<file path="src/sv/lsfs_pkg.sv">
`timescale 1ns / 1ps
package lsfs_pkg;

  // command codes on the input channel
  localparam logic [1:0] CMD_SET_ALL    = 2'd0;
  localparam logic [1:0] CMD_SET_COLOR  = 2'd1;
  localparam logic [1:0] CMD_SET_BRIGHT = 2'd2;
  localparam logic [1:0] CMD_REFRESH    = 2'd3;

  localparam logic [7:0] HDR_BASE = 8'd224;

  // command queue between front and back
  localparam int QUEUE_DEPTH = 2;
  localparam int QPTR_W      = 1;
  localparam int QCNT_W      = 2;

  typedef struct packed {
    logic [1:0] cmd;
    logic [3:0] led_index;
    logic [7:0] hdr;
    logic [7:0] blue;
    logic [7:0] green;
    logic [7:0] red;
  } q_entry_t;

  typedef struct packed {
    logic [7:0] hdr;
    logic [7:0] blue;
    logic [7:0] green;
    logic [7:0] red;
  } led_entry_t;

endpackage

</file>
<file path="src/sv/lsfs_front.sv">
`timescale 1ns / 1ps
module lsfs_front #(
  parameter int LED_COUNT = 12
) (
  input  logic              in_valid,
  output logic              in_stall,
  input  logic [1:0]        cmd,
  input  logic [3:0]        led_index,
  input  logic [7:0]        red,
  input  logic [7:0]        green,
  input  logic [7:0]        blue,
  input  logic [4:0]        brightness,
  input  logic              q_full,
  output logic              q_push,
  output lsfs_pkg::q_entry_t q_din
);

  logic in_range;
  logic keep;

  // set commands aimed past the strip are swallowed here
  assign in_range = led_index < 4'(LED_COUNT);
  assign keep     = (cmd == lsfs_pkg::CMD_REFRESH) || in_range;

  assign in_stall = q_full;
  assign q_push   = in_valid && !q_full && keep;

  always_comb begin
    q_din.cmd       = cmd;
    q_din.led_index = led_index;
    q_din.hdr       = lsfs_pkg::HDR_BASE + {3'b000, brightness};
    q_din.blue      = blue;
    q_din.green     = green;
    q_din.red       = red;
  end

endmodule

</file>
<file path="src/sv/lsfs_queue.sv">
`timescale 1ns / 1ps
module lsfs_queue (
  input  logic               clk,
  input  logic               rst,
  input  logic               push,
  input  lsfs_pkg::q_entry_t din,
  input  logic               pop,
  output lsfs_pkg::q_entry_t dout,
  output logic               full,
  output logic               empty
);

  lsfs_pkg::q_entry_t mem [lsfs_pkg::QUEUE_DEPTH];
  logic [lsfs_pkg::QPTR_W-1:0] wr_ptr;
  logic [lsfs_pkg::QPTR_W-1:0] rd_ptr;
  logic [lsfs_pkg::QCNT_W-1:0] count;
  logic do_push;
  logic do_pop;

  assign full    = count == lsfs_pkg::QCNT_W'(lsfs_pkg::QUEUE_DEPTH);
  assign empty   = count == '0;
  assign do_push = push && !full;
  assign do_pop  = pop && !empty;
  assign dout    = mem[rd_ptr];

  always_ff @(posedge clk) begin
    if (do_push) begin
      mem[wr_ptr] <= din;
    end
  end

  always_ff @(posedge clk) begin
    if (rst) begin
      wr_ptr <= '0;
      rd_ptr <= '0;
      count  <= '0;
    end else begin
      if (do_push) begin
        wr_ptr <= wr_ptr + 1'b1;
      end
      if (do_pop) begin
        rd_ptr <= rd_ptr + 1'b1;
      end
      if (do_push && !do_pop) begin
        count <= count + 1'b1;
      end else if (do_pop && !do_push) begin
        count <= count - 1'b1;
      end
    end
  end

endmodule

</file>
<file path="src/sv/lsfs_back.sv">
`timescale 1ns / 1ps
module lsfs_back #(
  parameter int LED_COUNT = 12
) (
  input  logic               clk,
  input  logic               rst,
  input  logic               q_empty,
  input  lsfs_pkg::q_entry_t q_dout,
  output logic               q_pop,
  output logic               out_valid,
  input  logic               out_stall,
  output logic [7:0]         serial_byte,
  output logic               frame_end
);

  localparam int FRAME_BYTES = 8 + 4 * LED_COUNT;
  localparam int CNT_W       = $clog2(FRAME_BYTES);
  localparam int IDX_W       = (LED_COUNT > 1) ? $clog2(LED_COUNT) : 1;

  typedef enum logic [1:0] {
    ST_IDLE   = 2'b01,
    ST_STREAM = 2'b10
  } state_t;

  state_t state;
  state_t state_next;

  lsfs_pkg::led_entry_t store [LED_COUNT];

  logic [CNT_W-1:0]     cnt;
  logic [CNT_W-1:0]     pos;
  logic [IDX_W-1:0]     rd_idx;
  logic [IDX_W-1:0]     wr_idx;
  logic                 in_data;
  logic                 last;
  logic                 out_load;
  logic [7:0]           byte_next;
  lsfs_pkg::led_entry_t rd_entry;

  assign q_pop    = (state == ST_IDLE) && !q_empty;
  assign out_load = (state == ST_STREAM) && (!out_valid || !out_stall);
  assign last     = cnt == CNT_W'(FRAME_BYTES - 1);
  assign wr_idx   = q_dout.led_index[IDX_W-1:0];

  // position within the LED data region: entry in upper bits, byte in [1:0]
  assign pos      = cnt - CNT_W'(4);
  assign in_data  = (cnt >= CNT_W'(4)) && (cnt < CNT_W'(4 + 4 * LED_COUNT));
  assign rd_idx   = pos[IDX_W+1:2];

  always_comb begin
    rd_entry  = store[rd_idx];
    byte_next = 8'd0;
    if (in_data) begin
      case (pos[1:0])
        2'd0:    byte_next = rd_entry.hdr;
        2'd1:    byte_next = rd_entry.blue;
        2'd2:    byte_next = rd_entry.green;
        default: byte_next = rd_entry.red;
      endcase
    end
  end

  always_comb begin
    state_next = state;
    case (state)
      ST_IDLE: begin
        if (q_pop && q_dout.cmd == lsfs_pkg::CMD_REFRESH) begin
          state_next = ST_STREAM;
        end
      end
      ST_STREAM: begin
        if (out_load && last) begin
          state_next = ST_IDLE;
        end
      end
      default: state_next = ST_IDLE;
    endcase
  end

  always_ff @(posedge clk) begin
    if (rst) begin
      state     <= ST_IDLE;
      cnt       <= '0;
      out_valid <= 1'b0;
    end else begin
      state <= state_next;
      if (q_pop) begin
        cnt <= '0;
      end else if (out_load) begin
        cnt <= cnt + 1'b1;
      end
      if (out_load) begin
        out_valid <= 1'b1;
      end else if (!out_stall) begin
        out_valid <= 1'b0;
      end
    end
  end

  always_ff @(posedge clk) begin
    if (out_load) begin
      serial_byte <= byte_next;
      frame_end   <= last;
    end
  end

  // frame store; later set commands wait in the queue until a refresh is done
  always_ff @(posedge clk) begin
    if (rst) begin
      for (int i = 0; i < LED_COUNT; i++) begin
        store[i] <= '{hdr: lsfs_pkg::HDR_BASE, blue: 8'd0, green: 8'd0, red: 8'd0};
      end
    end else if (q_pop) begin
      case (q_dout.cmd)
        lsfs_pkg::CMD_SET_ALL: begin
          store[wr_idx] <= '{hdr: q_dout.hdr, blue: q_dout.blue,
                             green: q_dout.green, red: q_dout.red};
        end
        lsfs_pkg::CMD_SET_COLOR: begin
          store[wr_idx].blue  <= q_dout.blue;
          store[wr_idx].green <= q_dout.green;
          store[wr_idx].red   <= q_dout.red;
        end
        lsfs_pkg::CMD_SET_BRIGHT: begin
          store[wr_idx].hdr <= q_dout.hdr;
        end
        default: ;
      endcase
    end
  end

endmodule

</file>
<file path="src/sv/led_strip_frame_serializer.sv">
`timescale 1ns / 1ps
// LED strip frame serializer.
// Input channel (in_valid / in_stall) takes commands: set all, set color,
// set brightness (each for one led_index) and refresh. Set commands with an
// index past the strip are dropped. Set commands give no output.
// Output channel (out_valid / out_stall) carries one frame byte per item:
// four zero start bytes, header/blue/green/red per LED in index order, then
// four zero end bytes; frame_end marks the last one.
// A two-entry command queue separates intake from the execution side.
// An accepted command is written into the queue, from which the executor
// takes it; a refresh sets the state register to streaming, and its frame
// bytes are loaded into the single output register at one byte per cycle
// while the receiver does not stall. A set command is executed as it is
// popped; a refresh holds the executor until its last byte is loaded. While
// it streams, up to two further commands are queued, and in_stall is raised.
// When the receiver stalls, the output byte holds and streaming pauses.
// Reset empties the queue, drops any pending byte and sets every LED to
// header 224 with colors zero.
module led_strip_frame_serializer #(
  parameter int LED_COUNT = 12
) (
  input  logic       clk,
  input  logic       rst,
  input  logic       in_valid,
  output logic       in_stall,
  input  logic [1:0] cmd,
  input  logic [3:0] led_index,
  input  logic [7:0] red,
  input  logic [7:0] green,
  input  logic [7:0] blue,
  input  logic [4:0] brightness,
  output logic       out_valid,
  input  logic       out_stall,
  output logic [7:0] serial_byte,
  output logic       frame_end
);

  lsfs_pkg::q_entry_t q_din;
  lsfs_pkg::q_entry_t q_dout;
  logic q_push;
  logic q_pop;
  logic q_full;
  logic q_empty;

  lsfs_front #(.LED_COUNT(LED_COUNT)) u_front (
    .in_valid   (in_valid),
    .in_stall   (in_stall),
    .cmd        (cmd),
    .led_index  (led_index),
    .red        (red),
    .green      (green),
    .blue       (blue),
    .brightness (brightness),
    .q_full     (q_full),
    .q_push     (q_push),
    .q_din      (q_din)
  );

  lsfs_queue u_queue (
    .clk   (clk),
    .rst   (rst),
    .push  (q_push),
    .din   (q_din),
    .pop   (q_pop),
    .dout  (q_dout),
    .full  (q_full),
    .empty (q_empty)
  );

  lsfs_back #(.LED_COUNT(LED_COUNT)) u_back (
    .clk         (clk),
    .rst         (rst),
    .q_empty     (q_empty),
    .q_dout      (q_dout),
    .q_pop       (q_pop),
    .out_valid   (out_valid),
    .out_stall   (out_stall),
    .serial_byte (serial_byte),
    .frame_end   (frame_end)
  );

endmodule

</file>
<file path="config.mk">
export PLATFORM = sky130hd
export DESIGN_NAME = led_strip_frame_serializer
export DESIGN_NICKNAME = d
export VERILOG_FILES = /design/src/sv/lsfs_pkg.sv /design/src/sv/lsfs_front.sv /design/src/sv/lsfs_queue.sv /design/src/sv/lsfs_back.sv /design/src/sv/led_strip_frame_serializer.sv
export SDC_FILE = /design/constraint.sdc
export NUM_CORES = 1
export LEC_CHECK = 0
export BUFFER_PORTS_ARGS = -buffer_cell sky130_fd_sc_hd__buf_2
export CAP_MARGIN = 25
export CORE_ASPECT_RATIO = 0.6
export CORE_MARGIN = 2
export CORE_UTILIZATION = 52
export DETAILED_ROUTE_END_ITERATION = 10
export GPL_TIMING_DRIVEN = 0
export HOLD_SLACK_MARGIN = 0.08
export PLACE_DENSITY = 0.67
export SETUP_SLACK_MARGIN = 0.02
export SLEW_MARGIN = 10
export SYNTH_ARGS = -nofsm -noshare
export SYNTH_HDL_FRONTEND = slang
export SYNTH_SLANG_ARGS = --single-unit
</file>
<file path="constraint.sdc">
create_clock -name clk -period 3.7 [get_ports clk]
set_clock_uncertainty 0.1 [all_clocks]
set_input_delay 0.74 -clock clk [delete_from_list [all_inputs] [get_ports clk]]
set_output_delay 0.74 -clock clk [all_outputs]
set_load 0.005 [all_outputs]
</file>
# After elaboration in Yosys (flattened, before gate mapping)
# Memory sizes are Yosys's and may differ from the RTL's. A register that Yosys moved wholly into a read port is not among the register bits.
# Index checks and enable logic that the tools add are counted.
[word_totals]
regBits = 22
mem_bits_rw = 460
in_bits = 39
output_inout_bits = 11
word_cells = 96
mem_count = 2
[memory_table]
columns = ["memory", "depth", "width", "read_ports", "rd_ports_with_merged_regs", "write_ports", "line", "rtl"]
rows = [
  ["u_back.store", 12, 32, 1, 0, 12, "lsfs_back.sv:28", "lsfs_pkg::led_entry_t store [LED_COUNT];"],
  ["u_queue.mem", 2, 38, 1, 1, 1, "lsfs_queue.sv:13", "lsfs_pkg::q_entry_t mem [lsfs_pkg::QUEUE_DEPTH];"],
]
[op_classes]
add_sub_neg = 7
magnitude_cmp = 3
n_eq_ne = 13
muxes = 33
bitwise_logic = 4
n_reduce_logical = 26
[ops]
columns = ["operator", "count"]
rows = [
  ["32-bit two-way mux", 1],
  ["8-bit two-way mux", 4],
  ["32-bit OR reduction", 1],
  ["8-bit case mux with 3 select lines", 1],
  ["1-bit two-way mux", 20],
  ["2-bit equality test, second input constant", 6],
  ["1-bit logical AND", 11],
  ["2-bit two-way mux", 4],
  ["4-bit two-way mux", 2],
  ["6-bit by 6-bit adder with 7-bit output, first input constant", 1],
  ["6-bit by 1-bit adder with 6-bit output, second input constant", 1],
  ["2-bit by 1-bit equality test with 1-bit output, second input constant", 3],
  ["6-bit equality test, second input constant", 1],
  ["6-bit by 3-bit >= comparator with 1-bit output, second input constant", 1],
  ["1-bit logical NOT", 6],
  ["2-bit logical NOT", 3],
  ["6-bit < comparator, second input constant", 1],
  ["6-bit by 3-bit subtractor with 6-bit output, second input constant", 1],
  ["4-bit < comparator, second input constant", 1],
  ["2-bit != test, second input constant", 2],
  ["1-bit OR", 4],
  ["2-bit case mux with 2 select lines", 1],
  ["1-bit adder, second input constant", 2],
  ["2-bit by 1-bit adder with 2-bit output, second input constant", 1],
  ["other kinds (6)", 7],
]

# Longest topological paths before layout
[depth]
depth_word = 9
mapped_depth = 14
ltp_nobuf = 8

# Hierarchy
# Synthesis repeated with hierarchy kept, for this count alone.
[unflattened]
hier_cells = 1743
hier_area_um2 = 26681.8
[modules_own_cells]
columns = ["mod", "n_inst", "cells_per_inst", "area_per_inst_um2", "seq_area_each_um2"]
rows = [
  ["lsfs_back", 1, 1557, 23407.4, 15825.2],
  ["lsfs_queue", 1, 143, 2955.3, 2382.3],
  ["lsfs_front", 1, 43, 319.1, 0.0],
]

# Worst setup path before layout
# OpenSTA, ideal clock, no wires.
[synth_timing]
kind = "reg-to-reg"
startpoint = "register u_back.cnt[2]"
endpoint = "register u_back.serial_byte[1], data pin"
setup_time_ps = 273
t_arrival_ps = 2972
t_required_ps = 3327
slack_ps = 355
path_stages_with_launch = 13
n_path_buf = 6
synth_period_minus_slack_ps = 3345
cell_sequence = "dfxtp_1 -> buf_6 -> buf_6 -> buf_4 -> inv_1 -> ha_1 -> buf_2 -> buf_2 -> clkbuf_1 -> mux4_2 -> mux4_2 -> o21ai_0 -> a31oi_1"
[synth_via]
elab_chain_len = 3
elab_cells_between_ends = 6
cone_classes = "add/sub (1); order compare (2); mux (1); reduce/logical (1); memory (1)"
[synth_lines]
columns = ["element", "line", "rtl"]
rows = [
  ["start: declaration", "lsfs_back.sv:30", "logic [CNT_W-1:0] cnt;"],
  ["start signal: assignment", "lsfs_back.sv:90", "cnt <= cnt + 1'b1;"],
  ["6-bit by 3-bit subtractor with 6-bit output", "lsfs_back.sv:46", "assign pos = cnt - CNT_W'(4);"],
  ["memory read 12 x 32 bit", "n/a", ""],
  ["8-bit case mux with 3 select lines", "lsfs_back.sv:54", "case (pos[1:0])"],
  ["end signal: assignment", "lsfs_back.sv:102", "serial_byte <= byte_next;"],
  ["end: declaration", "lsfs_back.sv:12", "output logic [7:0] serial_byte,"],
]
# Parallel ways exist; a longest one is shown, timed or not.
# A chain may end at the register's enable or synchronous reset.

# Final worst setup path
[layout_timing]
startpoint = "register u_back.cnt[2]"
endpoint = "register u_back.serial_byte[7], data pin"
# Same word-level chain as after synthesis.

==> flow_summary.ini <==
[status]
run_status = complete, no violations

[clocking]
tritoncts = yes
cts_max_path_buffers = 3
root_buffer = clkbuf_16
clk-insertion-delay-late_ps = 600
cts_num_sinks = 557
tritoncts.num_buffers = 50
cts.htree.levels = 2
clock_transition_at_the_registers_of_the_reported_paths_ps = 70

[place]
post-place-cells = 2127
port_buffers = 48
dp.final_hpwl_mm = 43.5
place.gp.congestion = 0.958
placement.setup.worst_slack_ps = -1090
dpl_cell_area_um2 = 24500

[die]
initial_core_util = 0.524
core_area_um2 = 44600
floorplan.die.width_um = 278
i_o_pin_cnt = 50
die-height_um = 168
number_of_rows_created_at_floorplan = 60
die_area_um2 = 46700

[power]
fin_total_pwr_mw = 14.4
seq_pwr_share = 0.522
intPower_mw = 10.7
power.ir.vdd_worst_mv = 0.426
relative_contribution_of_combinational_cells_to_total_power = 0.113
power.switching_fraction = 0.257
total_leakage_power_nw = 9.29
switching_power_total_mw = 3.70
clock_power_share = 0.365
power_per_cell_area_nw_per_um2 = 546

[synthesis]
syn-instance-count = 1481
mapped_area_um2 = 23400
number_of_flops_mapped_to_enable_cells_by_yosys = 543
total_nets_after_synthesis = 1529
sequential_element_share_of_the_synthesized_area = 0.710
postSynthRegisterBits = 557
yosys.cell_types.count = 45
post_synth.cell_area_avg_um2 = 15.8
synth_warnings = 0
asr_flop_ratio_synth = 0
ys.flop_type = edfxtp_1

[global_route]
grt_max_degree = 30
first_global_vias = 13100
initial_antenna_violation_count = 1
grt_first_pass_wirelength_mm = 89.9
grtUsageTotal = 0.270
gr-total-overflow = 0

[routing]
vias = 13600
wl_met1_mm = 27.7
highest_layer = met4
drt-vias-per-instance = 6.13
ant_nets = 0
drt-pass1-iter-count = 6
met2_wirelength_mm = 23.6
met3RoutedLength_mm = 9.62
drt-initial-drc-count = 2283
drc_errors = 0
totalWireLength_mm = 61.8
avgRoutedWirePerCell_um = 27.8

[layout]
mostFrequentLayoutCells = edfxtp_1 (543), nor2_1 (371), mux4_2 (120)
finalNetCount = 1640
layout.cell_area.non_filler_um2 = 26300
area_growth_pct = 12.6
layout-drive-gt1-share = 0.201
antenna-diode-count = 0
final_common_cell = edfxtp_1
final_cells = 2223
final_core_util = 0.590

[sta]
hold_viol_final = 0
fmaxAchievable_ghz = 0.278
setup_viol = 0
worst_pin_slew_ps = 1010
max_slew_margin = 0.327
layout_setup_ws_ps = 106
final.min_clock_period_ps = 3590
timing.final.max_slew_violations = 0
final_min_period_over_clock_period = 0.971

[hold_path]
timing.hold.worst.start = blue[4]
hold_path_class = input port to register

[critical_path]
req_time_crit_path_ps = 3900
worstPathMaxFanout = 10
start_to_end_type_of_the_worst_setup_path = register to register
timing.critical_path.from_type = register
worst_setup_path_end_kind = register
reg2reg_from = u_back.cnt[2]$_SDFFE_PP0P_
cp_data_arrival_time_ps = 3790
startpoint = u_back.cnt[2]$_SDFFE_PP0P_

[run]
drv_cap = 0
==> area by class of cell <==
cell class / instances / area (um^2)
Clock buffer: 70 / 1390
Fill cell: 3422 / 18300
Timing Repair Buffer: 59 / 399
Buffer: 99 / 596
Sequential cell: 557 / 16600
Tap cell: 589 / 737
Inverter: 40 / 150
Multi-Input combinational cell: 785 / 6200
Clock inverter: 24 / 240
==> metal layers <==
metal	GRT usage	vias to the layer above
li1	-	5741
met1	0.441	6925
met2	0.340	879
met3	0.110	81
met4	0.0430	0
met5	0	-
==> critical path, cell delays in order, from the launching register on <==
cell and delay (ps):
dfxtp_4 410, buf_8 190, buf_12 200, buf_12 180, inv_1 100, ha_1 290
buf_2 170, buf_6 200, buf_6 240, buf_4 300, mux4_2 380, nand2_1 90
nand3_1 180, nand3_1 150, a31oi_1 110
==> synthesized netlist by cell type (6+ instances only) <==
| cell | n | share of area |
|---|---|---|
| mux2_2 | 9 | 0.0043 |
| mux4_2 | 120 | 0.12 |
| dfxtp_1 | 14 | 0.012 |
| nand2b_1 | 29 | 0.0078 |
| o21ai_1 | 6 | 0.0013 |
| ha_1 | 9 | 0.0048 |
| a21oi_1 | 15 | 0.0032 |
| buf_6 | 10 | 0.0048 |
| a32oi_1 | 7 | 0.0026 |
| edfxtp_1 | 543 | 0.70 |
| and3_1 | 13 | 0.0035 |
| nor2_1 | 373 | 0.060 |
| clkbuf_1 | 65 | 0.010 |
| inv_1 | 40 | 0.0064 |
| nand2_1 | 86 | 0.014 |
| a31oi_1 | 9 | 0.0024 |
| nand3_1 | 18 | 0.0039 |
| buf_2 | 16 | 0.0034 |
| xnor2_1 | 6 | 0.0023 |
| mux2i_1 | 37 | 0.016 |
==> path summary, 6_finish.rpt <==
check             depth (start not counted)                                   to  slack (ps)
setup reg to reg                         14  u_back.serial_byte[7]$_SDFFCE_PN0P_         110
hold / removal                            1         u_queue.mem[0][20]$_DFFE_PP_         220
hold reg to reg                           2                             register         400
setup / recovery                         14  u_back.serial_byte[7]$_SDFFCE_PN0P_         110
==> metrics by stage <==
| step | TNS (ps) | hold slack (ps) |
|---|---|---|
| 4_1_cts | 0 | 214 |
| 2_1_floorplan | 0 | 362 |
| 3_3_place_gp | -76610 | 373 |
| 6_report | 0 | 223 |
| 3_5_place_dp | -7530 | 388 |
| 5_1_grt | -4.51 | 212 |
==> state kept, by name, summed over array words and instances, names as in the netlist, named ones only <==
register,flops
u_queue.mem,70
u_back.state,2
u_queue.rd_ptr,1
u_queue.count,2
u_back.cnt,6
u_back.out_valid,1
u_back.frame_end,1
u_back.store,464
u_back.serial_byte,8
u_queue.wr_ptr,1
==> what timing repair did <==
item / CTS / global route
setup endpoints to repair: 8 / 8
setup buffers: 2 / 0
gates resized for setup: 33 / 9
hold buffers: 0 / 0
pin swaps: 1 / 0
==> power groups by stage <==
stage / Clock [mW] / Sequential (mW) / Combinational [mW]
3_5_place_dp: 0 / 7.64 / 1.57
3_3_place_gp: 0 / 7.63 / 1.47
4_1_cts: 5.28 / 7.50 / 1.57
6_report: 5.25 / 7.50 / 1.62
2_1_floorplan: 0 / 7.59 / 0.892
5_1_grt: 5.55 / 7.52 / 1.73
==> kinds of logic (layout without fill, tap and decap cells) <==
family	after synthesis	after routing	share of synthesized area
multiplexers	170	170	0.140
flip-flops	557	557	0.710
XOR/XNOR	13	13	0.00600
adder cells (fa/ha/maj)	9	9	0.00482
AO/OA/AOI/OAI	57	57	0.0160
AND/OR/NAND/NOR	536	536	0.0943
buffers and inverters	139	292	0.0282
Note: power is estimated with default switching activity, not from simulation.
